`src/rtl/core/ptl_pkg.sv`:
```
// Shared types and constants for the pedestrian traffic light controller.
// Used by every module under rtl/core; no dependencies of its own.
package ptl_pkg;

  localparam int unsigned TimeBits    = 32;
  localparam int unsigned SampleBits  = 12;
  localparam int unsigned LampBits    = 8;
  localparam int unsigned MsBits      = 16;
  localparam int unsigned CfgIdxBits  = 3;
  localparam int unsigned CfgDataBits = 16;
  localparam int unsigned BlinkMs     = 500;

  localparam int unsigned InDataBits  = ((TimeBits + SampleBits + 7) / 8) * 8;
  localparam int unsigned OutRawBits  = 2 * LampBits + 2 + SampleBits;
  localparam int unsigned OutDataBits = ((OutRawBits + 7) / 8) * 8;

  typedef enum logic [CfgIdxBits-1:0] {
    CFG_DARK_THRESHOLD = 3'd0,
    CFG_DEBOUNCE_MS    = 3'd1,
    CFG_AMBER_MS       = 3'd2,
    CFG_CROSSING_MS    = 3'd3,
    CFG_LAMP_LEVEL     = 3'd4
  } cfg_idx_e;

  typedef enum logic [1:0] {
    PH_NIGHT  = 2'd0,
    PH_GREEN  = 2'd1,
    PH_YELLOW = 2'd2,
    PH_RED    = 2'd3
  } phase_e;

  typedef enum logic {
    OP_BUTTON = 1'b0,
    OP_UPDATE = 1'b1
  } op_e;

  typedef struct packed {
    logic [SampleBits-1:0] dark_threshold;
    logic [MsBits-1:0]     debounce_ms;
    logic [MsBits-1:0]     amber_ms;
    logic [MsBits-1:0]     crossing_ms;
    logic [LampBits-1:0]   lamp_level;
  } cfg_t;

  typedef struct packed {
    op_e                   op;
    logic [TimeBits-1:0]   now_ms;
    logic [SampleBits-1:0] light_sample;
  } item_t;

  typedef struct packed {
    logic [SampleBits-1:0] light_seen;
    logic                  crossing_active;
    logic                  night_mode;
    logic [LampBits-1:0]   lamp_green;
    logic [LampBits-1:0]   lamp_red;
  } result_t;

endpackage

```
`src/rtl/core/pedestrian_traffic_light_fsm_core.sv`:
```
// Top level of the pedestrian traffic light controller.
// Depends on ptl_pkg, ptl_cfg and ptl_fsm.
//
// Usage:
//   s_axis carries input items: tuser[0] is op (0 button edge, 1 update),
//   tdata holds now_ms and light_sample. A button item yields no result;
//   an update item yields one result item on m_axis.
//   Configuration is written through cfg_we_i / cfg_idx_i / cfg_wdata_i
//   while the block is idle; indexes beyond the register list are ignored.
// Timing:
//   An accepted item waits in the input register until it fires; then the
//   phase logic updates the state and, for an update, loads the result
//   register that drives m_axis_tvalid. One item per cycle is sustained
//   unless an update stalls; the limit is the single state update per cycle.
// Reset:
//   Both registers empty, phase green, no request, timestamps zero,
//   configuration registers at their defaults.
// Stall:
//   While m_axis_tready is low with a result waiting, an update in the input
//   register waits and s_axis_tready drops; button items still pass.
module pedestrian_traffic_light_fsm_core (
  input  logic                             clk_i,
  input  logic                             rst_ni,
  input  logic                             cfg_we_i,
  input  logic [ptl_pkg::CfgIdxBits-1:0]   cfg_idx_i,
  input  logic [ptl_pkg::CfgDataBits-1:0]  cfg_wdata_i,
  input  logic                             s_axis_tvalid,
  output logic                             s_axis_tready,
  // [31:0] now_ms, [43:32] light_sample, [47:44] unused
  input  logic [ptl_pkg::InDataBits-1:0]   s_axis_tdata,
  // [0] op
  input  logic [0:0]                       s_axis_tuser,
  output logic                             m_axis_tvalid,
  input  logic                             m_axis_tready,
  // [7:0] lamp_red, [15:8] lamp_green, [16] night_mode, [17] crossing_active,
  // [29:18] light_seen, [31:30] zero
  output logic [ptl_pkg::OutDataBits-1:0]  m_axis_tdata
);
  import ptl_pkg::*;

  cfg_t    cfg;
  item_t   item_q;
  logic    in_valid_q;
  result_t result_c, result_q;
  logic    out_valid_q;
  logic    out_room, fire, is_update;

  assign is_update     = item_q.op == OP_UPDATE;
  assign out_room      = !out_valid_q || m_axis_tready;
  assign fire          = in_valid_q && (!is_update || out_room);
  assign s_axis_tready = !in_valid_q || fire;

  ptl_cfg u_cfg (
    .clk_i   (clk_i),
    .rst_ni  (rst_ni),
    .we_i    (cfg_we_i),
    .idx_i   (cfg_idx_i),
    .wdata_i (cfg_wdata_i),
    .cfg_o   (cfg)
  );

  ptl_fsm u_fsm (
    .clk_i    (clk_i),
    .rst_ni   (rst_ni),
    .fire_i   (fire),
    .item_i   (item_q),
    .cfg_i    (cfg),
    .result_o (result_c)
  );

  always_ff @(posedge clk_i or negedge rst_ni) begin
    if (!rst_ni) begin
      in_valid_q <= 1'b0;
    end else if (s_axis_tready) begin
      in_valid_q <= s_axis_tvalid;
    end
  end

  always_ff @(posedge clk_i) begin
    if (s_axis_tready && s_axis_tvalid) begin
      item_q.op           <= op_e'(s_axis_tuser[0]);
      item_q.now_ms       <= s_axis_tdata[TimeBits-1:0];
      item_q.light_sample <= s_axis_tdata[TimeBits+SampleBits-1:TimeBits];
    end
  end

  always_ff @(posedge clk_i or negedge rst_ni) begin
    if (!rst_ni) begin
      out_valid_q <= 1'b0;
    end else if (out_room) begin
      out_valid_q <= fire && is_update;
    end
  end

  always_ff @(posedge clk_i) begin
    if (fire && is_update) begin
      result_q <= result_c;
    end
  end

  assign m_axis_tvalid = out_valid_q;
  assign m_axis_tdata  = OutDataBits'(result_q);

endmodule

```
`src/rtl/core/ptl_cfg.sv`:
```
// Configuration register bank with reset defaults.
// Depends on ptl_pkg.
module ptl_cfg (
  input  logic                           clk_i,
  input  logic                           rst_ni,
  input  logic                           we_i,
  input  logic [ptl_pkg::CfgIdxBits-1:0] idx_i,
  input  logic [ptl_pkg::CfgDataBits-1:0] wdata_i,
  output ptl_pkg::cfg_t                  cfg_o
);
  import ptl_pkg::*;

  cfg_t cfg_q, cfg_d;

  always_comb begin
    cfg_d = cfg_q;
    if (we_i) begin
      unique case (cfg_idx_e'(idx_i))
        CFG_DARK_THRESHOLD: cfg_d.dark_threshold = wdata_i[SampleBits-1:0];
        CFG_DEBOUNCE_MS:    cfg_d.debounce_ms    = wdata_i[MsBits-1:0];
        CFG_AMBER_MS:       cfg_d.amber_ms       = wdata_i[MsBits-1:0];
        CFG_CROSSING_MS:    cfg_d.crossing_ms    = wdata_i[MsBits-1:0];
        CFG_LAMP_LEVEL:     cfg_d.lamp_level     = wdata_i[LampBits-1:0];
        default:            cfg_d = cfg_q;
      endcase
    end
  end

  always_ff @(posedge clk_i or negedge rst_ni) begin
    if (!rst_ni) begin
      cfg_q.dark_threshold <= SampleBits'(2000);
      cfg_q.debounce_ms    <= MsBits'(200);
      cfg_q.amber_ms       <= MsBits'(2000);
      cfg_q.crossing_ms    <= MsBits'(5000);
      cfg_q.lamp_level     <= LampBits'(50);
    end else begin
      cfg_q <= cfg_d;
    end
  end

  assign cfg_o = cfg_q;

endmodule

```
`src/rtl/core/ptl_fsm.sv`:
```
// Light phase state machine: debounce, night blinking and day cycle.
// Updates its state once per fired item. Depends on ptl_pkg.
module ptl_fsm (
  input  logic             clk_i,
  input  logic             rst_ni,
  input  logic             fire_i,
  input  ptl_pkg::item_t   item_i,
  input  ptl_pkg::cfg_t    cfg_i,
  output ptl_pkg::result_t result_o
);
  import ptl_pkg::*;

  phase_e              phase_q, phase_d;
  logic                pending_q, pending_d;
  logic                request_q, request_d;
  logic                blink_q, blink_d;
  logic [TimeBits-1:0] press_t_q, press_t_d;
  logic [TimeBits-1:0] start_t_q, start_t_d;
  logic [TimeBits-1:0] blink_t_q, blink_t_d;

  logic [TimeBits-1:0] press_gap, blink_gap, phase_gap;
  logic                night;

  assign press_gap = item_i.now_ms - press_t_q;
  assign blink_gap = item_i.now_ms - blink_t_q;
  assign night     = item_i.light_sample > cfg_i.dark_threshold;

  always_comb begin
    phase_d   = phase_q;
    pending_d = pending_q;
    request_d = request_q;
    blink_d   = blink_q;
    press_t_d = press_t_q;
    start_t_d = start_t_q;
    blink_t_d = blink_t_q;
    phase_gap = item_i.now_ms - start_t_q;
    result_o  = '0;

    if (item_i.op == OP_BUTTON) begin
      if (press_gap > TimeBits'(cfg_i.debounce_ms)) begin
        pending_d = 1'b1;
        press_t_d = item_i.now_ms;
      end
    end else if (night) begin
      phase_d   = PH_NIGHT;
      pending_d = 1'b0;
      request_d = 1'b0;
      if (blink_gap >= TimeBits'(BlinkMs)) begin
        blink_d   = !blink_q;
        blink_t_d = item_i.now_ms;
      end
      if (blink_d) begin
        result_o.lamp_red   = cfg_i.lamp_level;
        result_o.lamp_green = cfg_i.lamp_level;
      end
    end else begin
      if (phase_q == PH_NIGHT) phase_d = PH_GREEN;
      if (pending_q) begin
        pending_d = 1'b0;
        if (phase_d == PH_GREEN) begin
          request_d = 1'b1;
          phase_d   = PH_YELLOW;
          start_t_d = item_i.now_ms;
          phase_gap = '0;
        end
      end
      unique case (phase_d)
        PH_YELLOW: begin
          result_o.lamp_red   = cfg_i.lamp_level;
          result_o.lamp_green = cfg_i.lamp_level;
          if (phase_gap >= TimeBits'(cfg_i.amber_ms)) begin
            phase_d   = PH_RED;
            start_t_d = item_i.now_ms;
          end
        end
        PH_RED: begin
          result_o.lamp_red = cfg_i.lamp_level;
          if (phase_gap >= TimeBits'(cfg_i.crossing_ms)) begin
            request_d = 1'b0;
            phase_d   = PH_GREEN;
          end
        end
        default: ;
      endcase
    end

    result_o.night_mode      = night;
    result_o.crossing_active = request_d;
    result_o.light_seen      = item_i.light_sample;
  end

  always_ff @(posedge clk_i or negedge rst_ni) begin
    if (!rst_ni) begin
      phase_q   <= PH_GREEN;
      pending_q <= 1'b0;
      request_q <= 1'b0;
      blink_q   <= 1'b0;
      press_t_q <= '0;
      start_t_q <= '0;
      blink_t_q <= '0;
    end else if (fire_i) begin
      phase_q   <= phase_d;
      pending_q <= pending_d;
      request_q <= request_d;
      blink_q   <= blink_d;
      press_t_q <= press_t_d;
      start_t_q <= start_t_d;
      blink_t_q <= blink_t_d;
    end
  end

endmodule
```
`config.mk`:
```
export PLATFORM = sky130hd
export DESIGN_NAME = pedestrian_traffic_light_fsm_core
export DESIGN_NICKNAME = d
export VERILOG_FILES = /design/src/rtl/core/ptl_pkg.sv /design/src/rtl/core/pedestrian_traffic_light_fsm_core.sv /design/src/rtl/core/ptl_cfg.sv /design/src/rtl/core/ptl_fsm.sv
export SDC_FILE = /design/constraint.sdc
export NUM_CORES = 1
export LEC_CHECK = 0
export ABC_AREA = 1
export BUFFER_PORTS_ARGS = -buffer_cell sky130_fd_sc_hd__clkbuf_2
export CAP_MARGIN = 20
export CORE_MARGIN = 10
export CORE_UTILIZATION = 40
export DETAILED_ROUTE_END_ITERATION = 8
export PLACE_DENSITY = 0.58
export SKIP_LAST_GASP = 1
export SLEW_MARGIN = 20
export SYNTH_ARGS = -nofsm -noshare
export SYNTH_HDL_FRONTEND = slang
export SYNTH_SLANG_ARGS = --single-unit
```
`constraint.sdc`:
```
create_clock -name clk_i -period 7.29 [get_ports clk_i]
set_input_delay 0 -clock clk_i [delete_from_list [all_inputs] [get_ports clk_i]]
set_output_delay 0 -clock clk_i [all_outputs]
set_load 0.05 [all_outputs]
```
Yosys cells after proc, flatten, opt, wreduce, memory -nomap -nowiden
Cells that the tools add are included.

storage, ports and cells
  flip-flop bits (word level) = 246
  bits of input ports = 73
  logic and storage cells = 98

operators by class
  $add $sub $neg = 3
  $lt $le $gt $ge = 5
  eq/ne operators = 7
  multiplexer cells = 34
  bitwise gates (word level) = 2
  reduce and logical (&&, ||, !) cells = 25

operators with widths
  kind                                                                     number
  32-bit 2-to-1 mux                                                        8
  32-bit subtractor                                                        3
  32-bit by 16-bit >= comparator with 1-bit output                         2
  32-bit by 9-bit >= comparator with 1-bit output (second input constant)  1
  32-bit by 16-bit > comparator with 1-bit output                          1
  16-bit 2-to-1 mux                                                        2
  2-bit 2-to-1 mux                                                         10
  8-bit 2-to-1 mux                                                         2
  2-bit AND reduction                                                      7
  12-bit > comparator                                                      1
  1-bit 2-to-1 mux                                                         11
  3-bit AND reduction                                                      3
  3-bit by 2-bit == test with 1-bit output (second input constant)         2
  2-bit == test (second input constant)                                    2
  1-bit zero test                                                          4
  2-bit one-hot mux with 2 select lines                                    1
  4-bit AND reduction                                                      1
  3-bit by 1-bit == test with 1-bit output (second input constant)         1
  3-bit == test (second input constant)                                    1
  1-bit logical AND                                                        3
  3-bit zero test                                                          1
  1-bit logical OR                                                         3
  2-bit by 1-bit == test with 1-bit output (second input constant)         1
  2-bit zero test                                                          1
  other kinds (3)                                                          4

Depth between registers and ports, before layout
Gate-level depths: netlist (run 1).

  word-level depth = 14
  mapped depth = 26
  depth with buffers taken out = 25

Cells and area by module
A second synthesis (run 1) with hierarchy kept.

unflattened totals
  cells, all modules = 2,689
  area total of the unflattened synthesis = 18,489.0 um2

by module, submodules not included
  module                             times used  cells an instance  area each (um2)  sequential area each (um2)
  ptl_fsm                            1           2,291              13,359.1         2,528.7
  ptl_cfg                            1           305                2,746.4          1,730.4
  pedestrian_traffic_light_fsm_core  1           93                 2,383.5          2,302.2

Least setup slack after synthesis (run 1)
No wires, ideal clock.

  path kind = register -> register
  start = register item_q[12] in the netlist's numbering
  end = register u_fsm.press_t_q[2]
  setup time = 0.118 ns
  arrival = 3.050 ns
  data required time = 7.172 ns
  slack = 4.122 ns
  stages on the path, launching flop included = 25
  period minus slack after synthesis = 3.168 ns
  cell sequence = edfxtp_1 inv_1 ha_1 inv_1 fa_1 nand3_1 nand2_1 nand2_1 nand3_1 nand2_1 nand2_1 xor2_1 ha_1 nand4_1 nor2_1 nand3_1 nand2_1 nand3_1 nor2_1 nand3_1 nor2_1 nand2_2 buf_2 nand4_1 nand2_1

between the ends
  longest elaborated chain between the ends = 3

ends and longest elaborated chain
  item                                             RTL line                                 source
  start, declared                                  pedestrian_traffic_light_fsm_core.sv:42  item_t item_q;
  32-bit subtractor                                ptl_fsm.sv:24                            assign press_gap = item_i.now_ms - press_t_q;
  32-bit by 16-bit > comparator with 1-bit output  ptl_fsm.sv:40                            if (press_gap > TimeBits'(cfg_i.debounce_ms)) begin
  3-bit AND reduction (no source line)             n/a
  end signal, assigned                             ptl_fsm.sv:106                           press_t_q <= press_t_d;
  end, declared                                    ptl_fsm.sv:17                            logic [TimeBits-1:0] press_t_q, press_t_d;

Every way passes these cells.
A chain may end at the register's enable or synchronous reset.

Final worst setup path (run 1)
  start = register item_q[12] in the netlist's numbering
  end = register u_fsm.press_t_q[26]

The elaborated chain is that of the path after synthesis.

==> metrics.md, run 1 <==
| Metric | Value |
|---|---|
| Status | `complete, no violations` |
| Top cells by area, synth | `dfrtp_1 20%, nand2_1 17%, edfxtp_1 12%` |
| Async SR Flop Fraction | `0.695` |
| Hold Vio Cnt, Final | `0` |
| Synth cell types | `48` |
| Compound-Gate Fraction of Synth Area | `0.100` |
| Vias in the first global route | `roughly 17k` |
| First-pass GRT wire length | `90.5 mm` |
| Hpwl dp | `44.1 mm` |
| Share of cells above drive strength 1 | `0.0902` |
| Power per cell area | `about 350 nW/µm²` |
| Routed WL | `about 57 mm` |
| Final WS setup | `2530 ps` |
| FILL cells | `about 4.6k` |
| Drt initial violations | `between 1k and 1.5k` |
| Clock Skew | `about 30 ps` |
| Crit start category | `register` |
| DRC Markers | `0` |
| Worst endpoint data arrival time | `approximately 5200 ps` |
| Antenna Cells | `0` |
| Placed inst area | `between 15000 and 20000 µm²` |
| H-tree depth reported by CTS | `1` |
| Register bit total from synthesis | `246` |
| Post-synthesis simple-gate area fraction | `0.311` |
| Final RePlAce weighted congestion | `approximately 0.95` |
| DR vias | `roughly 17k` |
| Sink Count | `about 250` |
| DIE WIDTH | `approximately 240 µm` |
| Total CTS buffers | `28` |
| XOR/XNOR Fraction of Synth Area | `0.0165` |
| Max-slew violations | `0` |
| Largest net degree at the start of global routing | `approximately 100` |
| Relative slew slack | `0.280` |
| Initial Util | `0.407` |
| Worst Path Max Fanout | `34` |
| Drt wl/cell | `between 15 and 20 µm` |
| Number of placed cells counting well taps | `around 3.3k` |
| Vias per std cell | `slightly above 5` |
| Total Power | `around 7.3 mW` |
| Post-route minimum period | `about 4800 ps` |
| Core Box Area | `45600 µm²` |
| Largest family of logic cells by synthesized area | `simple AND/OR/NAND/NOR gates` |
| Max frequency | `between 200 and 250 MHz` |
| Die area | `55400 µm²` |
| Post-route cell area | `21200 µm²` |
| Setup TNS | `0 ps` |
| Initial antenna violation count | `0` |
| Adder-cell share of the synthesized area | `0.106` |
| VDD IR max | `a little under 0.0002 V` |
| Synth Warn # | `0` |
| Global-route usage over all layers | `0.198` |
| Root Buffer | `clkbuf_16` |
| I/O pin cnt | `around 110` |
| CP Capture Type | `register` |
| Post-synthesis mux area share | `0` |
| Min-delay worst type | `in2reg` |
| Slew at the pin closest to its max-slew limit | `1080 ps` |
| Final setup fails | `0` |
| RSZ-0062 raised after global routing | `no` |
| Port Buffers | `100` |
| Avg Synthesized Cell Area | `about 7 µm²` |
| Worst hold slack | `94.6 ps` |
| # Post-CTS Setup Buffers | `0` |
| ANT nets after route | `0` |
| Crit share post-route | `0.653` |
| Final #Nets | `between 3k and 4k` |
| Syn Inst Count | `around 2.7k` |
| Die height | `~240 µm` |
| Sequential element share of the synthesized area | `0.354` |
| Finished Layout Cells | `approximately 3.4k` |
| Main synth FF type | `dfrtp_1` |
| Clk Latency, worst-skew pair | `between 500 and 600 ps` |
| TritonRoute pass-1 iters | `5` |
| Post-Syn Area | `18600 µm²` |
| CP Data Required Time | `approximately 7700 ps` |
| Yosys top cell area share | `0.198` |
| Pre-CTS setup slack | `2580 ps` |
| CTS tree | `yes` |
| Clock Path Buffers | `3` |
| Dominant cell type by area after synthesis | `dfrtp_1` |
| Max Cap Viol | `0` |
| Crit path kind | `reg2reg` |
| Final Util | `0.466` |
| Post-synth EDFFs | `75` |
| GRT Residual Overflow | `0` |
| Worst-path clk slew | `60 ps` |
| Cell Rows | `between 70 and 80` |
| Layout area overhead | `14.5%` |
| P_leak | `between 10 and 15 nW` |
## report_power, final
part,internal [mW],switching (mW),leakage (nW)
logic,1.31,2.53,7.78
registers,1.75,0.239,2.81
clock network,0.914,0.603,0.471
## cell families after synthesis
logic type,count (synthesis)
buffers and inverters,523
AO/OA/AOI/OAI,348
adder cells (fa/ha/maj),156
flip-flops,246
AND/OR/NAND/NOR,1363
XOR/XNOR,35
other,1
## Yosys cell counts (27+ instances only)
library cell,number
nand2_1,859
inv_1,450
nand3_1,188
nor2_1,164
ha_1,153
o21ai_0,150
dfrtp_1,147
a21oi_1,134
edfxtp_1,75
nand4_1,55
clkbuf_1,39
nand2_2,27
## final cells by class
class | count | area [µm²] | share of cell area
Tap cell | 600 | 751 | 0.0353
Clock inverter | 15 | 229 | 0.0108
Sequential cell | 246 | 6560 | 0.309
Timing Repair Buffer | 177 | 1250 | 0.0590
Inverter | 461 | 1730 | 0.0815
Clock buffer | 36 | 761 | 0.0358
Multi-Input combinational cell | 1904 | 9950 | 0.469
## layer usage
metal | track usage | wire (µm)
met5 | 0 | 0
met3 | 0.0221 | 2490
met4 | 0.0587 | 1540
met2 | 0.337 | 26600
met1 | 0.260 | 26200
## sequential cells by signal, summed over array words and instances (netlist names)
signal	count
u_fsm.phase_q	2
u_fsm.blink_q	1
in_valid_q	1
item_q	44
is_update	1
u_fsm.press_t_q	32
u_fsm.request_q	1
m_axis_tdata	30
m_axis_tvalid	1
u_fsm.pending_q	1
u_cfg.cfg_o	68
u_fsm.start_t_q	32
u_fsm.blink_t_q	32
## worst paths after layout
| path | cells after the start | slack, ps | start | end |
|---|---|---|---|---|
| worst max-delay path | 25 | 2530 | item_q[12] | u_fsm.press_t_q[26] |
| worst min-delay path | 4 | 90 | cfg_idx_i[0] | u_cfg.cfg_o[4] |
| worst max register to register | 25 | 2530 | item_q[12] | u_fsm.press_t_q[26] |
| worst min register to register | 0 | 450 | item_q[0] | m_axis_tdata[18] |
| max in group asynchronous | 3 | 5640 | rst_ni | u_cfg.cfg_o[23] |
| min in group asynchronous | 2 | 130 | rst_ni | u_fsm.blink_q |
## worst max-delay path, stage by stage, from the launching register on
cell and delay (ps):
edfxtp_1 380, inv_1 220, ha_1 190, inv_1 60, fa_1 400, nand3_1 80, nand2_1 110, nand2_1 80
nand2_1 100, nand3_1 100, nand2_1 170, xor2_1 190, ha_1 300, nand4_1 130, nor2_1 150, nand2_1 80
nand2_1 60, nand2_1 70, nand3_1 90, nor2_1 60, nand3_1 70, nor2_1 50, nand2_2 560, nand3_4 570
nand2_1 210, nand2_1 80
## timing repair
action,in CTS,in global routing
endpoints found under the hold margin,215,0
hold buffers,67,0
resized for setup,0,0
## placed cells by master, fill, tap and decap left out, types with 5 or more instances in the layout
cell             n
nand2_1        859
inv_1          449
nand3_1        186
nor2_1         161
ha_1           153
o21ai_0        150
dfrtp_1        147
a21oi_1        134
clkbuf_2        99
edfxtp_1        75
dlygate4sd3_1   67
nand4_1         55
clkbuf_16       28
nand2_2         27
xor2_1          24
dfstp_2         24
o21ai_1         23
nor3_1          20
nand3b_1        18
nor2_2          14
xnor2_1         11
o21ai_2         11
buf_4           10
inv_2            9
nand3_2          8
a21o_1           8
clkinv_1         6
o21bai_1         6
bufinv_16        5
clkbuf_1         5
No activity file was read; power rests on OpenSTA's default activity.
==> inputs of run 2 (changes only) <==
--- a/config.mk
+++ b/config.mk
@@ -11,7 +11,7 @@
 export CORE_MARGIN = 10
 export CORE_UTILIZATION = 40
 export DETAILED_ROUTE_END_ITERATION = 8
-export PLACE_DENSITY = 0.58
+export PLACE_DENSITY = 0.6
 export SKIP_LAST_GASP = 1
 export SLEW_MARGIN = 20
 export SYNTH_ARGS = -nofsm -noshare
==> constraint.sdc (replaced) <==
create_clock -name clk_i -period 4.11 [get_ports clk_i]
set_input_delay 0 -clock clk_i [delete_from_list [all_inputs] [get_ports clk_i]]
set_output_delay 0 -clock clk_i [all_outputs]
set_load 0.05 [all_outputs]
==> run 2 against run 1 <==
Final cell count increased by 1.2%. Routed wire length increased by 2.1%. Worst setup slack got worse by 2200 ps. Combinational power increased by 85%. Clock power increased by 68%. Critical path type unchanged.
==> metrics.md, run 2 (synthesis gave the netlist of run 1 again) <==
| Metric | Value |
|---|---|
| Cell Rows | `a little under 80` |
| Share of cells above drive strength 1 | `0.105` |
| First-pass GRT wire length | `92.0 mm` |
| Slowest cell on crit path | `edfxtp_1` |
| Port Buffers | `100` |
| Max frequency | `roughly 260 MHz` |
| Pre-CTS setup slack | `338 ps` |
| Global-route usage over all layers | `0.203` |
| DIE WIDTH | `235 µm` |
| Largest register FFs | `68` |
| CP Capture Type | `register` |
| P_int | `a little over 7 mW` |
| Drt initial violations | `1184` |
| Largest net degree at the start of global routing | `95` |
| Final Util | `0.473` |
| TritonRoute pass-1 iters | `6` |
| Crit path cell chain | `ha_1 -> nand2_1 -> nor2_2 -> nand3_1 -> nand3_1 -> o21ai_0 -> a21oi_1 -> ha_1 -> a21oi_1 -> nor3_1 -> a211oi_1 -> nand2_1 -> a21oi_1 -> nand2_4 -> nand2_4 -> buf_12 -> nand2_1 -> nand3_1 -> nand2_1` |
| Commonest non-fill, non-tap cell in the layout | `nand2_1` |
| CTS tree | `yes` |
| Root Buffer | `clkbuf_16` |
| Hpwl dp | `46.3 mm` |
| H-tree depth reported by CTS | `1` |
| Initial antenna violation count | `0` |
| GRT Residual Overflow | `0` |
| Vias in the first global route | `~17k` |
| Crit path kind | `reg2reg` |
| Max incr delay on CP | `around 520 ps` |
| Slew at the pin closest to its max-slew limit | `971 ps` |
| DRC Markers | `0` |
| Total CTS buffers | `28` |
| Routed WL | `58.0 mm` |
| Vias per std cell | `5.04` |
| CP Data Required Time | `4560 ps` |
| Clock Skew | `between 50 and 60 ps` |
| Die height | `between 200 and 250 µm` |
| Crit start category | `register` |
| Post-route cell area | `around 22000 µm²` |
| Worst hold slack | `between 30 and 40 ps` |
| Comb pwr share | `0.541` |
| Sequential share of power | `0.265` |
| Crit share post-route | `0.929` |
| Max Cap Viol | `0` |
| Max-slew violations | `0` |
| Sink Count | `246` |
| Total Power | `about 13 mW` |
| Finished Layout Cells | `about 3.5k` |
| Layout area overhead | `16.3%` |
| Min-delay worst type | `in2reg` |
| Switching Power | `slightly above 6 mW` |
| Clock Path Buffers | `3` |
| # Post-CTS Setup Buffers | `0` |
| FILL cells | `roughly 4.5k` |
| Sw Share | `0.463` |
| DR vias | `approximately 18k` |
| Final #Nets | `between 3k and 4k` |
| Core Box Area | `about 46000 µm²` |
| Final setup fails | `0` |
| Initial Util | `0.407` |
| Crit-path most repeated cell | `nand2_1` |
| Status | `complete, no violations` |
| I/O pin cnt | `between 100 and 150` |
| Power per cell area | `609 nW/µm²` |
| Worst endpoint data arrival time | `about 4300 ps` |
| Die area | `~55000 µm²` |
| Clock power frac | `0.194` |
| Relative slew slack | `0.351` |
| Worst Path Max Fanout | `15` |
| Hold Vio Cnt, Final | `0` |
| Placed inst area | `between 15000 and 20000 µm²` |
| RSZ-0062 raised after global routing | `no` |
| Drt wl/cell | `approximately 17 µm` |
| Worst-path clk slew | `roughly 60 ps` |
| Final WS setup | `290 ps` |
| VDD IR max | `0.000367 V` |
| ANT nets after route | `0` |
| Setup TNS | `0 ps` |
| Commonest non-fill, non-tap cells in the layout | `857 x nand2_1, 449 x inv_1, 185 x nand3_1, 160 x nor2_1, 153 x ha_1` |
| Post-route minimum period | `~3800 ps` |
| Clk Latency, worst-skew pair | `approximately 600 ps` |
| Number of placed cells counting well taps | `around 3.4k` |
| Final RePlAce weighted congestion | `between 0.9 and 1` |
| P_leak | `~11 nW` |
## run 2: cell types whose count changed in the layout (fill, tap and decap cells not counted), sizes merged
cell         change
buf             +41
clkbuf           +6
bufinv           -4
dlygate4sd3      -3
diode            +1
clkinvlp         -1
inv              +2
clkinv           -2
## run 2: final cells by class
cell class | instances | area (µm²) | share of cell area
multi-input cells | 1904 | 9970 | 0.462
flip-flops and latches | 246 | 6560 | 0.304
inverters | 461 | 1730 | 0.0802
repair buffers | 215 | 1620 | 0.0751
clock buffers | 42 | 835 | 0.0387
well taps | 600 | 751 | 0.0348
clock inverters | 10 | 113 | 0.00522
diodes | 1 | 2.50 | 0.000116
## run 2: worst paths after layout
path,startpoint,end,slack (ps),depth (start not counted)
max,item_q[17],u_fsm.start_t_q[27],290,19
min,cfg_we_i,u_cfg.cfg_o[5],40,3
max reg2reg,item_q[17],u_fsm.start_t_q[27],290,19
min reg2reg,item_q[5],m_axis_tdata[23],460,0
max in group asynchronous,rst_ni,u_cfg.cfg_o[30],3080,3
min in group asynchronous,rst_ni,u_fsm.blink_t_q[30],60,2
## run 2: repair_timing
item                                    CTS  global route
endpoints found under the hold margin   196             0
endpoints found under the setup margin    0            19
hold buffers                             64             0
resized for setup                         0             5
## run 2: layer usage
layer / global-route usage / vias up / share of wire
met5: 0 / - / 0
met4: 0.0492 / 0 / 0.020
met3: 0.0205 / 56 / 0.040
met2: 0.340 / 364 / 0.47
met1: 0.276 / 8216 / 0.47
li1: - / 8887 / -
## run 2: worst max-delay path, delay by kind of cell, from the launching register on
kind | cells | cell delay, ps
compound gates | 5 | 970
flops | 1 | 520
buf+inv | 1 | 150
simple gates | 11 | 1250
fa+ha+maj | 2 | 760
## run 2: power groups by stage
| stage | sequential (mW) | combinational, mW | clock [mW] |
|---|---|---|---|
| finish | 3.49 | 7.11 | 2.55 |
| global route | 3.55 | 8.12 | 2.70 |
| CTS | 3.48 | 7.06 | 2.60 |
| detailed placement | 3.51 | 6.98 | 0 |
| global placement | 3.49 | 6.84 | 0 |
| floorplan | 3.48 | 5.03 | 0 |
